`src/design/pwlq_pkg.sv`:
```
// Shared types and constants for the piecewise linear quantile evaluator.
`default_nettype none

package pwlq_pkg;

  // Field widths
  localparam int unsigned QW      = 18;  // quantile, signed Q2.16
  localparam int unsigned VW      = 32;  // data value, signed Q16.16
  localparam int unsigned IDXW    = 6;   // knot index on the load word
  localparam int unsigned CNTW    = 7;   // knot count and search position
  localparam int unsigned PRODW   = VW + QW + 2;  // (dq) * (dx) product
  localparam int unsigned DVDW    = VW + QW;      // rounded dividend magnitude

  // Divider: one quotient bit per cycle
  localparam int unsigned DIV_STEPS = 32;
  localparam int unsigned DIV_CNTW  = 5;

  typedef enum logic {
    OP_LOAD = 1'b0,
    OP_EVAL = 1'b1
  } op_e;

  // Read address source for the knot memory
  typedef enum logic [1:0] {
    RD_ZERO,
    RD_LAST,
    RD_JD_M1,
    RD_JD
  } rd_sel_e;

  // Search index update
  typedef enum logic [1:0] {
    J_HOLD,
    J_CLAMP,
    J_DEC,
    J_INC
  } j_op_e;

  // Result register load
  typedef enum logic [2:0] {
    RES_NONE,
    RES_MISS,
    RES_RDATA,
    RES_FAIL,
    RES_LO,
    RES_DIV
  } res_op_e;

  typedef struct packed {
    logic signed [QW-1:0] quantile;
    logic signed [VW-1:0] value;
  } knot_t;

  // Controller to datapath
  typedef struct packed {
    logic    mem_wr;
    logic    query_load;
    rd_sel_e rd_sel;
    j_op_e   j_op;
    logic    pos_load;
    logic    lo_load;
    logic    seg_load;
    logic    mul_load;
    logic    div_init;
    logic    div_step;
    res_op_e res_op;
    logic    out_load;
  } cmd_t;

  // Datapath to controller
  typedef struct packed {
    logic q_le;      // query <= quantile read
    logic q_lt;      // query <  quantile read
    logic j_one;     // search index is 1
    logic j_last;    // search index is count - 1
    logic den_pos;   // segment width is positive
    logic out_free;  // output register can take a word
  } stat_t;

endpackage

`default_nettype wire

```
`src/design/pwlq_ctrl.sv`:
```
// Controller: sequences search, multiply, divide and result hand-off.
`default_nettype none

module pwlq_ctrl
  import pwlq_pkg::*;
(
  input  logic  clk_i,
  input  logic  rst_ni,
  input  logic  in_valid_i,
  input  logic  opcode_i,
  input  logic  query_missing_i,
  input  stat_t stat_i,
  output cmd_t  cmd_o,
  output logic  busy_o
);

  typedef enum logic [3:0] {
    S_IDLE,
    S_FIRST,
    S_LAST,
    S_BACK,
    S_FWD,
    S_MUL,
    S_INIT,
    S_DIV,
    S_FIX,
    S_OUT
  } state_e;

  state_e              state_q, state_d;
  logic [DIV_CNTW-1:0] cnt_q, cnt_d;

  assign busy_o = (state_q != S_IDLE);

  // Next state and commands
  always_comb begin
    state_d = state_q;
    cnt_d   = cnt_q;
    cmd_o   = '0;
    cmd_o.rd_sel = RD_ZERO;
    cmd_o.j_op   = J_HOLD;
    cmd_o.res_op = RES_NONE;
    case (state_q)
      S_IDLE: begin
        if (in_valid_i) begin
          if (opcode_i == OP_EVAL) begin
            cmd_o.query_load = 1'b1;
            if (query_missing_i) begin
              cmd_o.res_op = RES_MISS;
              state_d      = S_OUT;
            end else begin
              state_d = S_FIRST;
            end
          end else begin
            cmd_o.mem_wr = 1'b1;
          end
        end
      end
      // knot 0 on the read port
      S_FIRST: begin
        if (stat_i.q_le) begin
          cmd_o.res_op = RES_RDATA;
          state_d      = S_OUT;
        end else begin
          cmd_o.rd_sel = RD_LAST;
          state_d      = S_LAST;
        end
      end
      // last knot on the read port
      S_LAST: begin
        if (!stat_i.q_lt) begin
          cmd_o.res_op = RES_RDATA;
          state_d      = S_OUT;
        end else begin
          cmd_o.j_op   = J_CLAMP;
          cmd_o.rd_sel = RD_JD_M1;
          state_d      = S_BACK;
        end
      end
      // knot j-1 on the read port: step back while query lies below it
      S_BACK: begin
        if (stat_i.q_lt) begin
          cmd_o.j_op = J_DEC;
          if (stat_i.j_one) begin
            cmd_o.pos_load = 1'b1;
            cmd_o.res_op   = RES_FAIL;
            state_d        = S_OUT;
          end else begin
            cmd_o.rd_sel = RD_JD_M1;
          end
        end else begin
          cmd_o.lo_load = 1'b1;
          cmd_o.rd_sel  = RD_JD;
          state_d       = S_FWD;
        end
      end
      // knot j on the read port: step forward while it lies below query
      S_FWD: begin
        if (!stat_i.q_le) begin
          cmd_o.j_op = J_INC;
          if (stat_i.j_last) begin
            cmd_o.pos_load = 1'b1;
            cmd_o.res_op   = RES_FAIL;
            state_d        = S_OUT;
          end else begin
            cmd_o.lo_load = 1'b1;
            cmd_o.rd_sel  = RD_JD;
          end
        end else begin
          cmd_o.pos_load = 1'b1;
          cmd_o.seg_load = 1'b1;
          if (stat_i.den_pos) begin
            state_d = S_MUL;
          end else begin
            cmd_o.res_op = RES_LO;
            state_d      = S_OUT;
          end
        end
      end
      S_MUL: begin
        cmd_o.mul_load = 1'b1;
        state_d        = S_INIT;
      end
      S_INIT: begin
        cmd_o.div_init = 1'b1;
        cnt_d          = DIV_CNTW'(DIV_STEPS - 1);
        state_d        = S_DIV;
      end
      S_DIV: begin
        cmd_o.div_step = 1'b1;
        if (cnt_q == '0) begin
          state_d = S_FIX;
        end else begin
          cnt_d = cnt_q - 1'b1;
        end
      end
      S_FIX: begin
        cmd_o.res_op = RES_DIV;
        state_d      = S_OUT;
      end
      S_OUT: begin
        if (stat_i.out_free) begin
          cmd_o.out_load = 1'b1;
          state_d        = S_IDLE;
        end
      end
      default: begin
        state_d = S_IDLE;
      end
    endcase
  end

  always_ff @(posedge clk_i or negedge rst_ni) begin
    if (!rst_ni) begin
      state_q <= S_IDLE;
      cnt_q   <= '0;
    end else begin
      state_q <= state_d;
      cnt_q   <= cnt_d;
    end
  end

endmodule

`default_nettype wire

```
`config.mk`:
```
export PLATFORM = sky130hd
export DESIGN_NAME = pwlq_ctrl
export DESIGN_NICKNAME = d
export VERILOG_FILES = /design/src/design/pwlq_pkg.sv /design/src/design/pwlq_ctrl.sv
export SDC_FILE = /design/constraint.sdc
export NUM_CORES = 1
export LEC_CHECK = 0
export ABC_AREA = 1
export BUFFER_PORTS_ARGS = -buffer_cell sky130_fd_sc_hd__buf_2
export CORE_UTILIZATION = 30
export CTS_CLUSTER_DIAMETER = 50
export DETAILED_ROUTE_END_ITERATION = 7
export PLACE_DENSITY = 0.57
export SETUP_SLACK_MARGIN = 0.5
export SYNTH_ARGS = -nofsm -noshare
export SYNTH_HDL_FRONTEND = slang
export SYNTH_SLANG_ARGS = --single-unit
```
`constraint.sdc`:
```
create_clock -name clk_i -period 1.1 [get_ports clk_i]
set_input_delay 0.11 -clock clk_i [delete_from_list [all_inputs] [get_ports clk_i]]
set_output_delay 0.11 -clock clk_i [all_outputs]
set_load 0.1 [all_outputs]
```
==> results of run 1 <==
-- state kept, by name, summed over array words and instances (netlist names) --
name / count
cnt_q: 5
state_q: 4
-- layer usage --
layer  vias to the layer above  GRT usage (%)  wire, um
li1                        555              -         -
met1                       604           32.9      1440
met2                        66           44.4      2000
met3                        14           3.87       232
met4                         0           6.31       120
met5                         -              0         0
-- logic make-up (layout without fill, tap and decap cells) --
logic type | Yosys count | after routing | share of synthesized area, %
AND/OR/NAND/NOR | 84 | 84 | 50.8
buffers and inverters | 20 | 100 | 10.3
flip-flops | 9 | 9 | 30.8
AO/OA/AOI/OAI | 8 | 8 | 6.50
adder cells (fa/ha/maj) | 1 | 1 | 1.71
-- Yosys cell counts (2+ instances only) --
cell type   n  area, um2
dfrtp_1     9        225
inv_1      19       71.3
nand2_1    31        116
nand3_1    18       90.1
nand4_1     3       18.8
nor2_1     23       86.3
nor2_2      2       12.5
nor3_1      2       10.0
o21ai_0     4       20.0
-- cell type report --
| class | count | share of cell area [%] |
|---|---|---|
| Multi-Input combinational cell | 93 | 38.6 |
| Clock buffer | 3 | 1.13 |
| Inverter | 20 | 4.51 |
| Tap cell | 28 | 1.76 |
| Sequential cell | 9 | 11.5 |
| Timing Repair Buffer | 76 | 42.3 |
| Clock inverter | 1 | 0.251 |
-- what timing repair did --
item / CTS / global route
gates resized for setup: 39 / 23
buffers inserted: 5 / 8
hold endpoints to repair: 9 / 0
setup endpoints to repair: 26 / 26
gates cloned: 0 / 0
hold buffers: 1 / 0
pin swaps: 8 / 11
-- worst max-delay path, stage by stage (launching register included) --
cell and delay [ns]:
dfrtp_2 0.46, nor2_4 0.24, buf_12 0.15, nand2_8 0.05, nor2_4 0.11, nand2_2 0.05
nand4_1 0.16, buf_12 0.20
-- where the power goes --
part	internal, mW	total [mW]	switching (mW)
clock network	0.135	0.269	0.134
logic	1.81	4.53	2.72
registers	0.454	0.594	0.140
total	2.40	5.39	3.00
-- cells in the final DEF (no fill, tap or decap), types with 2 or more instances in the layout --
cell type  instances
nor2_1            13
clkbuf_4           3
inv_2              6
nand3_2            7
dfrtp_2            4
nand4_1            3
nor2_2             3
buf_4             32
nand2_4            4
nand2_2            5
inv_1             11
dfrtp_1            5
buf_2             10
nand2_8            6
nand3_1            9
nand3_4            2
nor2_4             9
buf_12            18
nand2_1           17
buf_6             14
-- metrics by stage --
step | cell area, um2 | util [%] | cells
2_1_floorplan | 933 | - | 122
3_3_place_gp | 1650 | 73.0 | 212
3_5_place_dp | 1650 | 73.0 | 212
4_1_cts | 1850 | 82.0 | 222
5_1_grt | 2000 | 88.5 | 230
6_report | 2000 | 88.5 | 230
-- worst paths after layout --
path | end | slack, ns | startpoint
setup reg to reg | state_q[0]$_DFFE_PN0P_ | -0.45 | state_q[0]$_DFFE_PN0P_
hold reg to reg | cnt_q[4]$_DFFE_PN0P_ | 0.53 | cnt_q[4]$_DFFE_PN0P_
min in group clk_i | state_q[3]$_DFFE_PN0P_ | 0.29 | stat_i[0]
hold / removal | cnt_q[3]$_DFFE_PN0P_ | 0.23 | rst_ni
setup / recovery | cmd_o[1] | -0.71 | state_q[0]$_DFFE_PN0P_
max in group asynchronous | state_q[0]$_DFFE_PN0P_ | 0.67 | rst_ni
==> results.cfg, run 1 <==
[sta]
tns_ns = -13.32
fmax_mhz = 551
relSlewSlack_pct = 80.2
final_hold_viol_count = 0
worst_slew_pin_slew_ns = 0.296
rsz0062_at_grt = true
layout_min_cycle_time_ns = 1.81
slew_viol_final = 0
clock_skew_ns = 0.00157
worst_slack_ns = -0.714
finalSetupViolCount = 26
period_share_pct = 165
hold_slack_ns = 0.225

[clock_tree]
cts.sinks = 9
clk_pin_slew_ns = 0.07
cts.htree.levels = 1
numCtsBuffers = 3
cts_tree = built
cts_buffer_depth = 2
clock_latency_ns = 0.27
cts_root_buf = clkbuf_4

[place]
dp_hpwl_um = 2230
numPortBuffers = 27
gp_congestion = 0.847
pre_cts_ws_ns = -0.399

[floorplanning]
die_w_um = 51.4
die_y_um = 51.4
boundaryPins = 28
core_um2 = 2250
die-area_um2 = 2640
num_rows = 17
start_util_pct = 32.5

[power]
total_power_mw = 5.39
ir_drop_mv = 2.76
p_per_area_nw_per_um2 = 2700
leakagePower_nw = 0.976

[worst_hold_path]
min_path_type = primary input to async pin

[grt]
gr-total-overflow = 0
grt_first_pass_wirelength_um = 5000
gr-usage-all-layers_pct = 25.6
antenna_found_initial = 0
grt_max_degree = 10
grt_pass1_vias = 1108

[final_layout]
ff_latch_area_um2 = 230
n_antenna_cell = 0
layout-drive-gt1-share_pct = 67.3
multi_input_area_um2 = 769
nNetsFinal = 215
area_growth_pct = 173
fill_cells = 103

[yosys]
syn_area_um2 = 732
synth-edff-count = 0
yosysWarningCount = 0
yosysSeqAreaShare_pct = 30.8
synthCells = 122
ys_async_sr_fraction_pct = 100
syn_nets = 134
synthFlopType = dfrtp_1
syn_area_per_cell_um2 = 6.00
yosysUniqueCellTypes = 20
ys_seq_elements = 9

[worst_setup_path]
critPathArrivalTime_ns = 1.70
cp_max_fo = 6
endpoint_kind = primary output
worstRegToRegCells = 9
critPathKind = register to primary output
startpoint_type = register
crit_required_ns = 0.99

[flow_run]
cap_violations = 0

[detailed_routing]
routed_wl_um = 3790
firstDrtPassIters = 4
ant_nets = 0
via_per_inst = 5.39
drtIter0Drc = 64
vias = 1239
post_drt_wl_per_cell_um = 16.5
drc = 0

[status]
status = finished with violations
violations = negative setup slack
No activity file was read; power rests on OpenSTA's default activity.
==> run 2: changes to the inputs <==
Settings changed: CORE_UTILIZATION 30 to 42, PLACE_DENSITY 0.57 to 0.75.
==> results.cfg, run 2 <==
[place]
numPortBuffers = 27
gp_congestion = 0.951

[status]
firstError = [ERROR DPL-0038] Utilization greater than 100%, impossible to legalize
lastStage = detailed placement (3_5_place_dp)
status = stopped before the end

[floorplanning]
start_util_pct = 47.0
num_rows = 14
die_y_um = 43.7
die_w_um = 43.7
boundaryPins = 28

[yosys]
synth-edff-count = 0
synthCells = 122
yosysSeqAreaShare_pct = 30.8
ys_async_sr_fraction_pct = 100
yosysWarningCount = 0
syn_area_per_cell_um2 = 6.00
netlist_top_cells_area = dfrtp_1 (31%), nand2_1 (16%), nand3_1 (12%), nor2_1 (12%), inv_1 (9.7%)
syn_nets = 134
synth_top_cell_area_share_pct = 30.8
yosys.area.top_type = dfrtp_1
synth.most_common_cell = nand2_1
ys_seq_elements = 9
synth_common_cells = nand2_1 (31), nor2_1 (23), inv_1 (19)
yosysUniqueCellTypes = 20
syn_area_um2 = 732
synthFlopType = dfrtp_1
-- run 2: cell counts after synthesis --
Identical to the previous run, type by type.
-- run 2: metrics by stage --
stage | TNS [ns] | cell area (um2)
after global placement | -6.12 | 1600
after floorplan | -16.08 | 933
-- run 2: cell families after synthesis --
kind of cell	share of synthesized area [%]
AOI/OAI and AO/OA	6.50
adders and majority gates	1.71
buffers and inverters	10.3
DFF	30.8
and+or+nand+nor	50.8
==> run 3: changes to the inputs <==
Settings changed: CORE_AREA set to 2 2 63 65, CORE_UTILIZATION 42 to unset, CTS_CLUSTER_DIAMETER 50 to unset, DIE_AREA set to 0 0 65 67, PLACE_DENSITY 0.75 to unset, PLACE_DENSITY_LB_ADDON set to 0.15, SETUP_SLACK_MARGIN 0.5 to unset.
Clock period 1.1 ns to 1.4 ns, I/O delays scaled along.
==> results.cfg, run 3 (same netlist as run 1, synthesis figures left out) <==
[sta]
worst_slew_pin_slew_ns = 0.303
worst_slack_ns = -0.300
tns_ns = -3.81
fmax_mhz = 588
finalSetupViolCount = 20
period_share_pct = 121
final_hold_viol_count = 0
slew_viol_final = 0
rsz0062_at_grt = true
relSlewSlack_pct = 79.8
layout_min_cycle_time_ns = 1.70
clock_skew_ns = 0.000976

[clock_tree]
clk_pin_slew_ns = 0.05
cts.sinks = 9
cts_root_buf = clkbuf_8
clock_latency_ns = 0.23
cts_tree = built
numCtsBuffers = 3
cts_buffer_depth = 2
cts.htree.levels = 1

[power]
ir_drop_mv = 1.11
switchingPower_mw = 2.15
pwr-share-clk_pct = 7.7
p_int_mw = 1.82
swShare_pct = 54.2
leakagePower_nw = 0.938
seqPwrFrac_pct = 11.3
p_per_area_nw_per_um2 = 2060
total_power_mw = 3.97
power_frac_comb_pct = 81.0

[detailed_routing]
drtIter0Drc = 22
via_per_inst = 4.36
post_drt_wl_per_cell_um = 11.7
firstDrtPassIters = 3
ant_nets = 0
vias = 1042
drc = 0
routed_wl_um = 2790
met3WireLength_um = 120
wl_met2_um = 1450
wl_met1_um = 1120
routed.top_layer = met4

[flow_run]
cap_violations = 0

[worst_setup_path]
r2r_end = state_q[3]$_DFFE_PN0P_
startpoint_type = register
critPathArrivalTime_ns = 1.56
critPathKind = register to primary output
cpPeakStageDelay_ns = 0.43
endpoint_kind = primary output
cp_top_family = simple AND/OR/NAND/NOR gates
cp_cell_sequence = nor2_2 -> nand3_2 -> nand2_8 -> inv_4 -> o211ai_1 -> clkbuf_16
crit_required_ns = 1.26
ff2ff_setup_slack_ns = -0.08
cp_max_fo = 3
worstRegToRegCells = 12
worst_path_max_delay_cell = dfrtp_1
cp_num_buf_inv = 2
timing.rr.start = state_q[2]$_DFFE_PN0P_

[place]
dp_hpwl_um = 2130
gp_congestion = 0.894
numPortBuffers = 27
dp_cells = 224

[final_layout]
mostFrequentLayoutCell = buf_4
area_growth_pct = 163
n_antenna_cell = 0
nNetsFinal = 204
layout-drive-gt1-share_pct = 62.3
fill_cells = 337
largest_register = cnt_q
largestRegisters = cnt_q x5, state_q x4
largest_reg_flops = 5
stdcell_count = 239
layout_common_cells = buf_4 (22), nand2_1 (18), buf_12 (17)

[floorplanning]
die_w_um = 65
die-area_um2 = 4360
start_util_pct = 20.3
boundaryPins = 28
core_um2 = 3610
die_y_um = 67
num_rows = 22

[worst_hold_path]
hold_path_end = state_q[1]$_DFFE_PN0P_
min_path_type = primary input to register
hold_depth = 4
min-delay-start = stat_i[3]

[status]
violations = negative setup slack
status = finished with violations

[grt]
grt_pass1_vias = 1104
gr-total-overflow = 0
antenna_found_initial = 0
grt_first_pass_wirelength_um = 4800
grt_max_degree = 10
gr-usage-all-layers_pct = 14.5
-- run 3: area by class of cell --
| cell class | count | area [um2] | share of cell area [%] |
|---|---|---|---|
| Multi-Input combinational cell | 93 | 762 | 39.6 |
| Timing Repair Buffer | 65 | 748 | 38.9 |
| Tap cell | 48 | 60.1 | 3.12 |
| Clock buffer | 4 | 45.0 | 2.34 |
| Sequential cell | 9 | 226 | 11.8 |
| Inverter | 20 | 82.6 | 4.29 |
-- run 3: worst max path at each step --
stage                           startpoint        end  slack (ns)  cells after the start
finish              state_q[3]$_DFFE_PN0P_  cmd_o[13]       -0.30                      6
global route        state_q[2]$_DFFE_PN0P_  cmd_o[13]       -0.41                      7
CTS                 state_q[2]$_DFFE_PN0P_  cmd_o[13]       -0.30                      9
detailed placement  state_q[3]$_DFFE_PN0P_  cmd_o[13]       -0.16                      6
global placement    state_q[3]$_DFFE_PN0P_  cmd_o[13]       -0.13                      6
floorplan           state_q[2]$_DFFE_PN0P_  cmd_o[13]       -0.97                      3
-- run 3: per-layer routing --
layer,global-route usage [%],vias up
met5,0,-
met4,8.24,0
met3,2.70,9
met2,25.9,25
met1,16.1,473
li1,-,535
-- run 3: worst min-delay path: cells and delay by family --
kind	cells	cell delay (ns)
buffers and inverters	1	0.11
and+or+nand+nor	3	0.22
-- run 3: through the flow --
| stage | cell area, um2 | hold WS (ns) | utilization (%) | setup slack, ns |
|---|---|---|---|---|
| floorplan | 902 | -0.156 | - | -0.975 |
| global placement | 1570 | 0.00688 | 43.5 | -0.134 |
| detailed placement | 1570 | 0.0104 | 43.5 | -0.158 |
| CTS | 1730 | 0.267 | 48.1 | -0.303 |
| global route | 1920 | 0.303 | 53.4 | -0.405 |
| finish | 1920 | 0.267 | 53.4 | -0.300 |
-- run 3: power by group through the flow --
stage / combinational [mW] / sequential, mW / clock, mW
after CTS: 2.96 / 0.437 / 0.315
after floorplan: 1.69 / 0.438 / 0
after detailed placement: 2.74 / 0.437 / 0
final: 3.21 / 0.449 / 0.306
after global routing: 3.40 / 0.461 / 0.328
after global placement: 2.73 / 0.430 / 0
-- run 3: what timing repair did --
item	CTS	global route
hold endpoints to repair	9	0
setup endpoints to repair	23	26
resized for setup	25	37
setup buffers	4	8
hold buffers	1	0
pin swaps	9	14
==> run 4: changes to the inputs <==
Settings changed: CTS_BUF_LIST set to sky130_fd_sc_hd__clkbuf_16, SLEW_MARGIN set to 15, TNS_END_PERCENT set to 50.
==> results.cfg, run 4 (same netlist as run 1, synthesis figures left out) <==
[detailed_routing]
firstDrtPassIters = 4
ant_nets = 0
wl_met1_um = 1100
routed.top_layer = met4
drtIter0Drc = 30
met3WireLength_um = 164
vias = 1016
wl_met2_um = 1540
post_drt_wl_per_cell_um = 12.1
via_per_inst = 4.31
drc = 0
routed_wl_um = 2850

[grt]
gr-usage-all-layers_pct = 14.0
gr-total-overflow = 0
grt_first_pass_wirelength_um = 4620
antenna_found_initial = 0
grt_max_degree = 10
grt_pass1_vias = 1051

[worst_setup_path]
critPathArrivalTime_ns = 1.58
cp_max_fo = 3
cp_cell_sequence = nor2_4 -> nand3_2 -> nand2_8 -> inv_6 -> o211ai_1 -> clkbuf_16
endpoint_kind = primary output
crit_start = state_q[3]$_DFFE_PN0P_
cpPeakStageDelay_ns = 0.44
critPathKind = register to primary output
timing.rr.start = state_q[2]$_DFFE_PN0P_
cp_top_family = simple AND/OR/NAND/NOR gates
worst_path_max_delay_cell = dfrtp_2
crit_required_ns = 1.26
cp_num_buf_inv = 2
startpoint_type = register

[place]
place_area_um2 = 1490
pre_cts_ws_ns = -0.159
numPortBuffers = 27
dp_hpwl_um = 2200
gp_congestion = 0.908

[sta]
rsz0062_at_grt = true
slew_viol_final = 0
layout_min_cycle_time_ns = 1.72
worst_slack_ns = -0.324
fmax_mhz = 580
clock_skew_ns = 0.00166
finalSetupViolCount = 20
period_share_pct = 123
final_hold_viol_count = 0
relSlewSlack_pct = 81.0
worst_slew_pin_slew_ns = 0.284

[floorplanning]
num_rows = 22
die-area_um2 = 4360
core_um2 = 3610
start_util_pct = 20.3
die_w_um = 65
boundaryPins = 28
die_y_um = 67

[final_layout]
largestRegisters = cnt_q x5, state_q x4
fill_cells = 360
n_antenna_cell = 0
area_growth_pct = 147
largest_reg_flops = 5
nNetsFinal = 201
layout-drive-gt1-share_pct = 54.3
fin_area_um2 = 1810
layout_common_cells = buf_4 (28), nand2_1 (19), buf_12 (17)
fin_util_pct = 50.1
largest_register = cnt_q
mostFrequentLayoutCell = buf_4

[clock_tree]
cts_tree = built
cts_root_buf = clkbuf_16
numCtsBuffers = 3
cts_buffer_depth = 2
clk_pin_slew_ns = 0.04
clock_latency_ns = 0.23
cts.sinks = 9
cts.htree.levels = 1

[power]
leakagePower_nw = 0.916
ir_drop_mv = 1.75
p_per_area_nw_per_um2 = 2170

[status]
status = finished with violations
violations = negative setup slack

[flow_run]
cap_violations = 0

[worst_hold_path]
min_path_type = primary input to register
min-delay-start = stat_i[0]
==> run 4: cell count changes in the layout (fill, tap and decap cells not counted), sizes merged <==
cell,previous run,this run
buf,63,60
inv,20,21
clkbuf,5,4
==> run 4: where the power goes <==
group          internal (mW)  total [mW]  switching [mW]
Sequential             0.352       0.441          0.0889
Combinational           1.12        2.99            1.87
Clock                  0.373       0.495           0.122
Total                   1.85        3.92            2.08
==> run 4: metal layers <==
metal | vias up | track usage [%]
met5 | - | 0
li1 | 524 | -
met1 | 462 | 15.1
met4 | 0 | 4.79
met2 | 25 | 26.4
met3 | 5 | 3.21
==> run 4: worst paths after layout <==
path	end	slack (ns)	cells past startpoint
max in group asynchronous	state_q[3]$_DFFE_PN0P_	0.88	2
worst min-delay path	state_q[3]$_DFFE_PN0P_	0.26	4
worst max register to register	state_q[1]$_DFFE_PN0P_	-0.04	8
min in group asynchronous	cnt_q[0]$_DFFE_PN0P_	0.31	2
worst min register to register	cnt_q[2]$_DFFE_PN0P_	0.52	2
worst max-delay path	cmd_o[13]	-0.32	6
==> run 4: area by class of cell <==
| class | count | area (um2) | area share (%) |
|---|---|---|---|
| Multi-Input combinational cell | 93 | 666 | 36.8 |
| Clock inverter | 1 | 3.75 | 0.208 |
| Sequential cell | 9 | 226 | 12.5 |
| Inverter | 20 | 85.1 | 4.71 |
| Tap cell | 48 | 60.1 | 3.32 |
| Clock buffer | 3 | 75.1 | 4.15 |
| Timing Repair Buffer | 62 | 692 | 38.3 |
==> run 4: repair_timing <==
item	in CTS	in global routing
gates resized for setup	27	18
hold endpoints to repair	9	0
pin swaps	11	7
endpoints found under the setup margin	26	26
hold buffers	1	0
setup buffers	2	6
==> run 4: through the flow <==
stage	std cells	power (mW)	hold WS, ns	TNS, ns
5_1_grt	236	4.14	0.287	-5.03
2_1_floorplan	122	2.10	-0.156	-15.38
4_1_cts	230	3.81	0.266	-3.66
6_report	236	3.92	0.262	-3.53
3_5_place_dp	223	3.12	0.00995	-0.759
3_3_place_gp	223	3.11	0.00428	-0.533
==> run 4: worst min-delay path, stage by stage <==
cell and delay, ns:
buf_2 0.07, inv_1 0.06, nand3_1 0.12, nand2_1 0.06
